==> src/design/rc4ske_pkg.sv <==
// rc4ske_pkg: payload types, permuted-choice tables and helper functions
// for the rc4 seeded key schedule expander
// no dependencies
package rc4ske_pkg;

	typedef struct packed {
		logic [7:0] seed_byte_0;
		logic [7:0] seed_byte_1;
		logic [7:0] seed_byte_2;
		logic [7:0] seed_byte_3;
		logic [7:0] seed_byte_4;
	} seed_t;

	typedef struct packed {
		logic [63:0] random_word;
		logic        last_word;
	} result_t;

	typedef logic [27:0] half_t;

	localparam int PERM_DEPTH = 256;
	localparam int MAX_ROUNDS = 22;
	localparam int ROUND_W    = 5;
	localparam int BUF_W      = 112;
	localparam int CNT_W      = 7;

	// key bit taken by each of the 56 outputs of the initial key selection
	localparam logic [5:0] PC1_TAB [56] = '{
		6'd56, 6'd48, 6'd40, 6'd32, 6'd24, 6'd16, 6'd8,  6'd0,
		6'd57, 6'd49, 6'd41, 6'd33, 6'd25, 6'd17, 6'd9,  6'd1,
		6'd58, 6'd50, 6'd42, 6'd34, 6'd26, 6'd18, 6'd10, 6'd2,
		6'd59, 6'd51, 6'd43, 6'd35, 6'd62, 6'd54, 6'd46, 6'd38,
		6'd30, 6'd22, 6'd14, 6'd6,  6'd61, 6'd53, 6'd45, 6'd37,
		6'd29, 6'd21, 6'd13, 6'd5,  6'd60, 6'd52, 6'd44, 6'd36,
		6'd28, 6'd20, 6'd12, 6'd4,  6'd27, 6'd19, 6'd11, 6'd3
	};

	// half element taken by each of the 48 outputs of the round compression
	localparam logic [5:0] PC2_TAB [48] = '{
		6'd13, 6'd16, 6'd10, 6'd23, 6'd0,  6'd4,  6'd2,  6'd27,
		6'd14, 6'd5,  6'd20, 6'd9,  6'd22, 6'd18, 6'd11, 6'd3,
		6'd25, 6'd7,  6'd15, 6'd6,  6'd26, 6'd19, 6'd12, 6'd1,
		6'd40, 6'd51, 6'd30, 6'd36, 6'd46, 6'd54, 6'd29, 6'd39,
		6'd50, 6'd44, 6'd32, 6'd47, 6'd43, 6'd48, 6'd38, 6'd55,
		6'd33, 6'd52, 6'd45, 6'd41, 6'd49, 6'd35, 6'd28, 6'd31
	};

	// bit r set where round r rotates by one, else by two
	localparam logic [MAX_ROUNDS-1:0] SHIFT_ONE = 22'b0000111000000100000011;

	// element n of the 56-bit pair sits at bit 55-n (left half first)
	function automatic logic [55:0] pc1(input logic [63:0] key);
		logic [55:0] cd;
		cd = '0;
		for (int n = 0; n < 56; n++) begin
			cd[55-n] = key[PC1_TAB[n]];
		end
		return cd;
	endfunction

	// earliest output bit at bit 47
	function automatic logic [47:0] pc2(input logic [55:0] cd);
		logic [47:0] bits;
		bits = '0;
		for (int n = 0; n < 48; n++) begin
			bits[47-n] = cd[6'd55 - PC2_TAB[n]];
		end
		return bits;
	endfunction

	function automatic half_t rot28(input half_t h, input logic by_one);
		return by_one ? {h[26:0], h[27]} : {h[25:0], h[27:26]};
	endfunction

	function automatic logic shift_is_one(input logic [ROUND_W-1:0] rnd);
		return (rnd < ROUND_W'(MAX_ROUNDS)) && SHIFT_ONE[rnd];
	endfunction

endpackage

==> src/design/rc4_seeded_key_schedule_expander_core.sv <==
// rc4_seeded_key_schedule_expander_core: top level, rc4 key scheduling and
// keystream on a 256 x 8 ram, then des-style key expansion into words
// depends on rc4ske_pkg and rc4ske_ram
//
// A transaction is taken when start is high and busy is low; busy stays high
// until the last word has been issued. The OUT_BITS result comes out as
// ceil(OUT_BITS/64) words, one per strobe cycle, earliest bit in the msb, with
// last_word set on the final one; strobes are not spaced evenly and the
// receiver must take each one as it comes. A transaction loads the identity
// permutation into the ram, runs the key scheduling swaps through states K_RD,
// K_J, K_WN and K_WJ and eight keystream bytes through states G_RI to G_T, the
// steps set by the single read and single write port of the permutation ram,
// then runs expansion rounds, issuing a word whenever enough bits are buffered.
module rc4_seeded_key_schedule_expander_core #(
	parameter int OUT_BITS = 1024
) (
	input  logic               clk,
	input  logic               arst_n,
	input  logic               start,
	output logic               busy,
	input  rc4ske_pkg::seed_t  seed,
	output logic               strobe,
	output rc4ske_pkg::result_t result
);

	localparam int WORDS  = (OUT_BITS + 63) / 64;
	localparam int LAST_N = OUT_BITS - 64 * (WORDS - 1);
	localparam int WIDX_W = (WORDS > 1) ? $clog2(WORDS) : 1;
	localparam logic [63:0] LAST_MASK = ~64'd0 << (64 - LAST_N);
	localparam logic [63:0] LAST_BIT  = 64'd1 << (64 - LAST_N);

	typedef enum logic [3:0] {
		ST_IDLE, ST_INIT,
		ST_K_RD, ST_K_J, ST_K_WN, ST_K_WJ,
		ST_G_RI, ST_G_RJ, ST_G_WI, ST_G_WJ, ST_G_RT, ST_G_T,
		ST_PC1, ST_OUT
	} state_t;

	state_t                         state_q;
	logic [7:0]                     n_q;
	logic [7:0]                     j_q;
	logic [2:0]                     m_q;
	logic [2:0]                     k_q;
	logic [7:0]                     si_q;
	logic [7:0]                     sj_q;
	logic [63:0]                    key_q;
	rc4ske_pkg::seed_t              seed_q;
	rc4ske_pkg::half_t              left_q;
	rc4ske_pkg::half_t              right_q;
	logic [rc4ske_pkg::ROUND_W-1:0] rnd_q;
	logic [rc4ske_pkg::BUF_W-1:0]   buf_q;
	logic [rc4ske_pkg::CNT_W-1:0]   cnt_q;
	logic [WIDX_W-1:0]              widx_q;

	logic       ram_we;
	logic [7:0] ram_waddr;
	logic [7:0] ram_wdata;
	logic [7:0] ram_raddr;
	logic [7:0] ram_rdata;

	logic [7:0] seed_sel;
	logic [7:0] j_ksa;
	logic [7:0] j_gen;

	rc4ske_pkg::half_t            left_rot;
	rc4ske_pkg::half_t            right_rot;
	logic [47:0]                  round_bits;
	logic [rc4ske_pkg::BUF_W-1:0] buf_app;
	logic                         is_last;
	logic                         word_ready;
	logic [63:0]                  word;

	rc4ske_ram #(
		.WIDTH(8),
		.DEPTH(rc4ske_pkg::PERM_DEPTH)
	) u_perm (
		.clk  (clk),
		.we   (ram_we),
		.waddr(ram_waddr),
		.wdata(ram_wdata),
		.raddr(ram_raddr),
		.rdata(ram_rdata)
	);

	always_comb begin
		case (m_q)
			3'd0:    seed_sel = seed_q.seed_byte_0;
			3'd1:    seed_sel = seed_q.seed_byte_1;
			3'd2:    seed_sel = seed_q.seed_byte_2;
			3'd3:    seed_sel = seed_q.seed_byte_3;
			default: seed_sel = seed_q.seed_byte_4;
		endcase
	end

	assign j_ksa = j_q + ram_rdata + seed_sel;
	assign j_gen = j_q + ram_rdata;

	always_comb begin
		ram_we    = 1'b0;
		ram_waddr = n_q;
		ram_wdata = ram_rdata;
		ram_raddr = n_q;
		unique case (state_q)
			ST_INIT: begin
				ram_we    = 1'b1;
				ram_wdata = n_q;
			end
			ST_K_J:  ram_raddr = j_ksa;
			ST_G_RJ: ram_raddr = j_gen;
			ST_K_WN, ST_G_WI: ram_we = 1'b1;
			ST_K_WJ, ST_G_WJ: begin
				ram_we    = 1'b1;
				ram_waddr = j_q;
				ram_wdata = si_q;
			end
			ST_G_RT: ram_raddr = si_q + sj_q;
			default: ;
		endcase
	end

	// one expansion round: rotate both halves, then compress to 48 bits
	always_comb begin
		left_rot   = rc4ske_pkg::rot28(left_q, rc4ske_pkg::shift_is_one(rnd_q));
		right_rot  = rc4ske_pkg::rot28(right_q, rc4ske_pkg::shift_is_one(rnd_q));
		round_bits = rc4ske_pkg::pc2({left_rot, right_rot});
		buf_app    = buf_q | ({round_bits, 64'd0} >> cnt_q);
	end

	always_comb begin
		is_last    = (widx_q == WIDX_W'(WORDS - 1));
		word_ready = is_last ? (cnt_q >= rc4ske_pkg::CNT_W'(LAST_N))
		                     : (cnt_q >= rc4ske_pkg::CNT_W'(64));
		word = buf_q[rc4ske_pkg::BUF_W-1 -: 64];
		if (is_last) begin
			word = (word & LAST_MASK) | LAST_BIT;
		end
		if (widx_q == '0) begin
			word[63] = 1'b1;
		end
	end

	assign busy = (state_q != ST_IDLE);

	always_ff @(posedge clk or negedge arst_n) begin
		if (!arst_n) begin
			state_q <= ST_IDLE;
			n_q     <= '0;
			m_q     <= '0;
			k_q     <= '0;
			rnd_q   <= '0;
			cnt_q   <= '0;
			widx_q  <= '0;
			strobe  <= 1'b0;
			result  <= '0;
		end else begin
			strobe <= 1'b0;
			unique case (state_q)
				ST_IDLE: begin
					if (start) begin
						n_q     <= '0;
						state_q <= ST_INIT;
					end
				end
				ST_INIT: begin
					n_q <= n_q + 8'd1;
					if (n_q == 8'd255) begin
						m_q     <= '0;
						state_q <= ST_K_RD;
					end
				end
				ST_K_RD: state_q <= ST_K_J;
				ST_K_J:  state_q <= ST_K_WN;
				ST_K_WN: state_q <= ST_K_WJ;
				ST_K_WJ: begin
					m_q <= (m_q == 3'd4) ? 3'd0 : m_q + 3'd1;
					if (n_q == 8'd255) begin
						n_q     <= 8'd1;
						k_q     <= '0;
						state_q <= ST_G_RI;
					end else begin
						n_q     <= n_q + 8'd1;
						state_q <= ST_K_RD;
					end
				end
				ST_G_RI: state_q <= ST_G_RJ;
				ST_G_RJ: state_q <= ST_G_WI;
				ST_G_WI: state_q <= ST_G_WJ;
				ST_G_WJ: state_q <= ST_G_RT;
				ST_G_RT: state_q <= ST_G_T;
				ST_G_T: begin
					n_q <= n_q + 8'd1;
					k_q <= k_q + 3'd1;
					state_q <= (k_q == 3'd7) ? ST_PC1 : ST_G_RI;
				end
				ST_PC1: begin
					rnd_q   <= '0;
					cnt_q   <= '0;
					widx_q  <= '0;
					state_q <= ST_OUT;
				end
				ST_OUT: begin
					if (word_ready) begin
						strobe             <= 1'b1;
						result.random_word <= word;
						result.last_word   <= is_last;
						cnt_q  <= cnt_q - rc4ske_pkg::CNT_W'(64);
						widx_q <= widx_q + WIDX_W'(1);
						if (is_last) begin
							state_q <= ST_IDLE;
						end
					end else begin
						cnt_q <= cnt_q + rc4ske_pkg::CNT_W'(48);
						rnd_q <= rnd_q + rc4ske_pkg::ROUND_W'(1);
					end
				end
				default: state_q <= ST_IDLE;
			endcase
		end
	end

	// datapath registers, no reset needed
	always_ff @(posedge clk) begin
		case (state_q)
			ST_IDLE: begin
				if (start) begin
					seed_q <= seed;
				end
			end
			ST_K_RD: begin
				if (n_q == 8'd0) begin
					j_q <= '0;
				end
			end
			ST_K_J: begin
				si_q <= ram_rdata;
				j_q  <= j_ksa;
			end
			ST_K_WN: sj_q <= ram_rdata;
			ST_K_WJ: begin
				if (n_q == 8'd255) begin
					j_q <= '0;
				end
			end
			ST_G_RJ: begin
				si_q <= ram_rdata;
				j_q  <= j_gen;
			end
			ST_G_WI: sj_q <= ram_rdata;
			ST_G_T:  key_q <= {ram_rdata, key_q[63:8]};
			ST_PC1: begin
				{left_q, right_q} <= rc4ske_pkg::pc1(key_q);
				buf_q <= '0;
			end
			ST_OUT: begin
				if (word_ready) begin
					buf_q <= buf_q << 64;
				end else begin
					left_q  <= left_rot;
					right_q <= right_rot;
					buf_q   <= buf_app;
				end
			end
			default: ;
		endcase
	end

endmodule

==> src/design/rc4ske_ram.sv <==
// rc4ske_ram: generic simple dual-port ram, one write port and one
// registered read port; no dependencies
module rc4ske_ram #(
	parameter int WIDTH = 8,
	parameter int DEPTH = 256
) (
	input  logic                     clk,
	input  logic                     we,
	input  logic [$clog2(DEPTH)-1:0] waddr,
	input  logic [WIDTH-1:0]         wdata,
	input  logic [$clog2(DEPTH)-1:0] raddr,
	output logic [WIDTH-1:0]         rdata
);

	logic [WIDTH-1:0] mem [DEPTH];

	always_ff @(posedge clk) begin
		if (we) begin
			mem[waddr] <= wdata;
		end
		rdata <= mem[raddr];
	end

endmodule
==> config.mk <==
export PLATFORM = sky130hd
export DESIGN_NAME = rc4_seeded_key_schedule_expander_core
export DESIGN_NICKNAME = d
export VERILOG_FILES = /design/src/design/rc4ske_pkg.sv /design/src/design/rc4_seeded_key_schedule_expander_core.sv /design/src/design/rc4ske_ram.sv
export SDC_FILE = /design/constraint.sdc
export NUM_CORES = 2
export LEC_CHECK = 0
export BUFFER_PORTS_ARGS = -buffer_cell sky130_fd_sc_hd__clkbuf_2
export CORE_ASPECT_RATIO = 1.5
export CORE_MARGIN = 2
export CORE_UTILIZATION = 60
export CTS_BUF_LIST = sky130_fd_sc_hd__clkbuf_2 sky130_fd_sc_hd__clkbuf_4 sky130_fd_sc_hd__clkbuf_8
export CTS_CLUSTER_SIZE = 20
export DETAILED_ROUTE_END_ITERATION = 10
export PLACE_DENSITY_LB_ADDON = 0.08
export SETUP_SLACK_MARGIN = 0.05
export SYNTH_ARGS = -nofsm -noshare
export SYNTH_HDL_FRONTEND = slang
export SYNTH_SLANG_ARGS = --single-unit
==> constraint.sdc <==
create_clock -name clk -period 11.7 [get_ports clk]
set_input_delay 0.585 -clock clk [delete_from_list [all_inputs] [get_ports clk]]
set_output_delay 0.585 -clock clk [all_outputs]
set_load 0.005 [all_outputs]
==> flow_metrics.py <==
metrics = {
    "synthesis": {
        "ys_top_cells_by_area": "edfxtp_1 (70%), nand2_1 (7.5%), mux2i_1 (2.8%)",
        "synth_largest_area_cell": "edfxtp_1",
        "ys_types": 83,
        "syn_area_mm2": 0.100,
        "syn-num-nets": 7759,
        "synth_edf_count": 2336,
        "avgSynthCellArea_um2": 13.1,
        "ys_seq_area_share_pct": 72.5,
        "ys_warn_count": 0,
        "synthCells": 7677,
        "ys_ff_latch": 2440,
        "ys.flop_type": "edfxtp_1",
        "synth_top_area_share_pct": 70.0,
        "async_flop_share_pct": 3.93,
    },
    "route": {
        "dr.pass1.iters": 8,
        "wl_um": 275000,
        "drcViolationCount": 0,
        "antenna_left": 0,
        "routedWlPerCell_um": 26.7,
        "drtIter0Drc": 7385,
        "routed_via_density": 6.27,
        "dr_total_vias": 64600,
    },
    "global_route": {
        "track_usage_pct": 32.0,
        "antenna_found_initial": 10,
        "grt_pass1_wl_um": 402000,
        "grt_max_degree": 201,
        "grt_overflow": 0,
        "grt_pass1_vias": 62900,
    },
    "cts": {
        "cts.sinks": 2440,
        "clk_latency_ps": 1080,
        "clk_path_buf_depth": 4,
        "path_clk_slew_ps": 60,
        "post-cts-setup-buffer-count": 0,
        "cts-htree-levels": 5,
        "cts_tree": "built",
        "cts_root_buffer": "clkbuf_8",
        "cts_buffers": 368,
    },
    "floorplanning": {
        "ios": 110,
        "core_mm2": 0.166,
        "dieArea_mm2": 0.170,
        "num_rows": 183,
        "dieHeight_um": 505,
        "die_x_um": 338,
        "initial_core_util_pct": 60.5,
    },
    "finish": {
        "drive_above_1_share_pct": 11.2,
        "final_nets": 7875,
        "fin_area_mm2": 0.110,
        "area_delta_synth_final_pct": 9.84,
    },
    "power_and_ir_drop": {
        "peakVddDrop_mv": 0.147,
        "pwr-share-seq_pct": 57.9,
        "p_per_area_mw_per_mm2": 148,
        "leakage_nw": 33.5,
        "p_int_w": 0.0130,
        "net-switching-power_w": 0.00323,
        "combPwrFrac_pct": 0.2,
        "swShare_pct": 19.9,
        "clockPowerShare_pct": 41.9,
    },
    "sta": {
        "max-slew-margin-rel_pct": 5.79,
        "fmax_mhz": 128,
        "rsz0062_at_grt": "no",
        "maxSlewViolCount": 0,
        "fin_crit_ps": 7800,
        "finalHoldWorstSlack_ps": 66.9,
        "period_share_pct": 66.6,
        "final_hold_viol_count": 0,
        "setup_tns_ps": 0,
        "clock_skew_ps": 66.4,
        "tightest_slew_ps": 1400,
        "setup_viol": 0,
    },
    "worst_setup_path": {
        "worstPathArrival_ps": 8710,
        "path_max_fanout": 77,
        "rr_startpoint": "m_q[0]",
        "worst_ep_required_time_ps": 12610,
        "critPathLaunch": "m_q[0]",
        "crit_path_end_kind": "register",
        "critPathKind": "register to register",
        "start_kind": "register",
    },
    "place": {
        "place_area_mm2": 0.103,
        "io_buffers": 109,
        "routabilityCongestion": 0.860,
        "hpwl_um": 157000,
    },
    "flow_run": {
        "cap_violations": 0,
    },
    "run_status": {
        "status": "completed",
    },
    "worst_hold_path": {
        "hp-class": "input port to asynchronous set/reset pin",
    },
}
layout by cell type (no fill, tap or decap), types with 48 or more instances in the layout:
cell | Yosys | final
a221oi_1 | 59 | 58
o21ai_0 | 110 | 109
a31oi_1 | 177 | 177
clkbuf_2 | 0 | 108
clkinv_2 | 0 | 48
nand3_1 | 515 | 514
a311oi_1 | 70 | 70
dfrtp_1 | 96 | 94
nor2_1 | 449 | 447
clkbuf_4 | 0 | 119
nand2_1 | 2014 | 2010
clkbuf_8 | 0 | 389
edfxtp_1 | 2336 | 2336
mux2i_1 | 282 | 282
a21oi_1 | 140 | 131
buf_4 | 28 | 95
a211oi_1 | 55 | 55
and3_1 | 270 | 269
a32o_1 | 74 | 74
clkinv_1 | 1 | 80
power groups by stage:
stage / Clock (W) / Combinational (W) / Sequential [W]
3_3_place_gp: 0 / 0.0000139 / 0.00961
6_report: 0.00682 / 0.0000272 / 0.00942
4_1_cts: 0.00688 / 0.0000274 / 0.00942
2_1_floorplan: 0 / 0.0000000169 / 0.00961
3_5_place_dp: 0 / 0.0000143 / 0.00961
5_1_grt: 0.00726 / 0.0000303 / 0.00942
critical path, cell delays in order (launching register included):
cell and delay [ps]:
dfrtp_1 430, inv_1 100, ha_1 380, nor3_1 140
o21bai_1 720, nor2_1 90, a21oi_1 210, ha_1 260
mux2i_1 320, a2bb2oi_4 180, buf_4 530, and2_4 930
buf_4 850, mux2i_1 270, mux2i_1 100, a32o_1 240
o31ai_1 540, nand4_1 270, mux2i_1 720, mux2i_1 160
what timing repair did:
item,in CTS,in global routing
gates resized for setup,0,0
hold buffers,43,0
setup endpoints to repair,0,0
endpoints found under the hold margin,71,0
logic make-up (layout without fill, tap and decap cells):
family	count (synthesis)	count (layout)	synth area share, %
buffers and inverters	547	944	2.43
DFF	2440	2440	72.5
other	0	7	0
xor gates and xnor gates	18	18	0.157
muxes	332	332	3.49
adders and majority gates	39	39	0.509
AOI/OAI and AO/OA	892	892	6.32
and+or+nand+nor	3409	3409	14.5
per-stage QoR:
stage          std cells  power (W)  utilization, %  setup WS [ps]
6_report           10300     0.0163            66.4           3900
5_1_grt            10300     0.0167            66.4           3770
4_1_cts            10300     0.0163            66.4           4050
3_5_place_dp        9600    0.00962            61.9           4120
3_3_place_gp        9600    0.00962            61.9           4170
2_1_floorplan       7677    0.00961               -           1670
synth_stat cells (59+ instances only):
cell type and number:
o21ai_0 110, a32o_1 74, a21oi_1 140, mux2i_1 282, buf_2 198, a311oi_1 70, a221oi_1 59, and3_1 270
nor2_1 449, dfrtp_1 96, nand3_1 515, edfxtp_1 2336, clkbuf_1 238, a31oi_1 177, nand2_1 2014
path summary, 6_finish.rpt:
| path | cells after the start | endpoint | slack [ps] |
|---|---|---|---|
| max | 19 | u_perm.rdata[1] | 3900 |
| min | 3 | result[45] | 70 |
| max reg2reg | 19 | u_perm.rdata[1] | 3900 |
| min reg2reg | 0 | key_q[29] | 430 |
| max in group asynchronous | 3 | state_q[2] | 10750 |
| min in group clk | 2 | seed_q[9] | 200 |
cell type report:
class / instances / area [um^2]
antenna: 7 / 17.5
inverter: 28 / 105
fill: 12200 / 55700
multi-input combinational: 4690 / 25300
sequential: 2440 / 72700
tap: 2220 / 2780
clock inverter: 143 / 821
clock buffer: 508 / 6250
timing repair buffer: 265 / 2070
state kept, by name, indices dropped and copies added (netlist names):
signal	flops
buf_q	112
cnt_q	3
j_q	8
k_q	3
key_q	56
left_q	28
m_q	3
n_q	8
result	65
right_q	28
rnd_q	5
seed_q	40
si_q	8
sj_q	8
state_q	4
strobe	1
u_perm.mem	2048
u_perm.rdata	8
widx_q	4
per-layer routing:
metal | up-vias | wire [um] | GRT usage [%]
li1 | 28600 | - | -
met1 | 32000 | 101000 | 40.8
met2 | 3297 | 135000 | 52.2
met3 | 655 | 24200 | 5.98
met4 | 2 | 14700 | 16.7
met5 | - | 21 | 0.0863
Note: power is estimated with default switching activity, not from simulation.
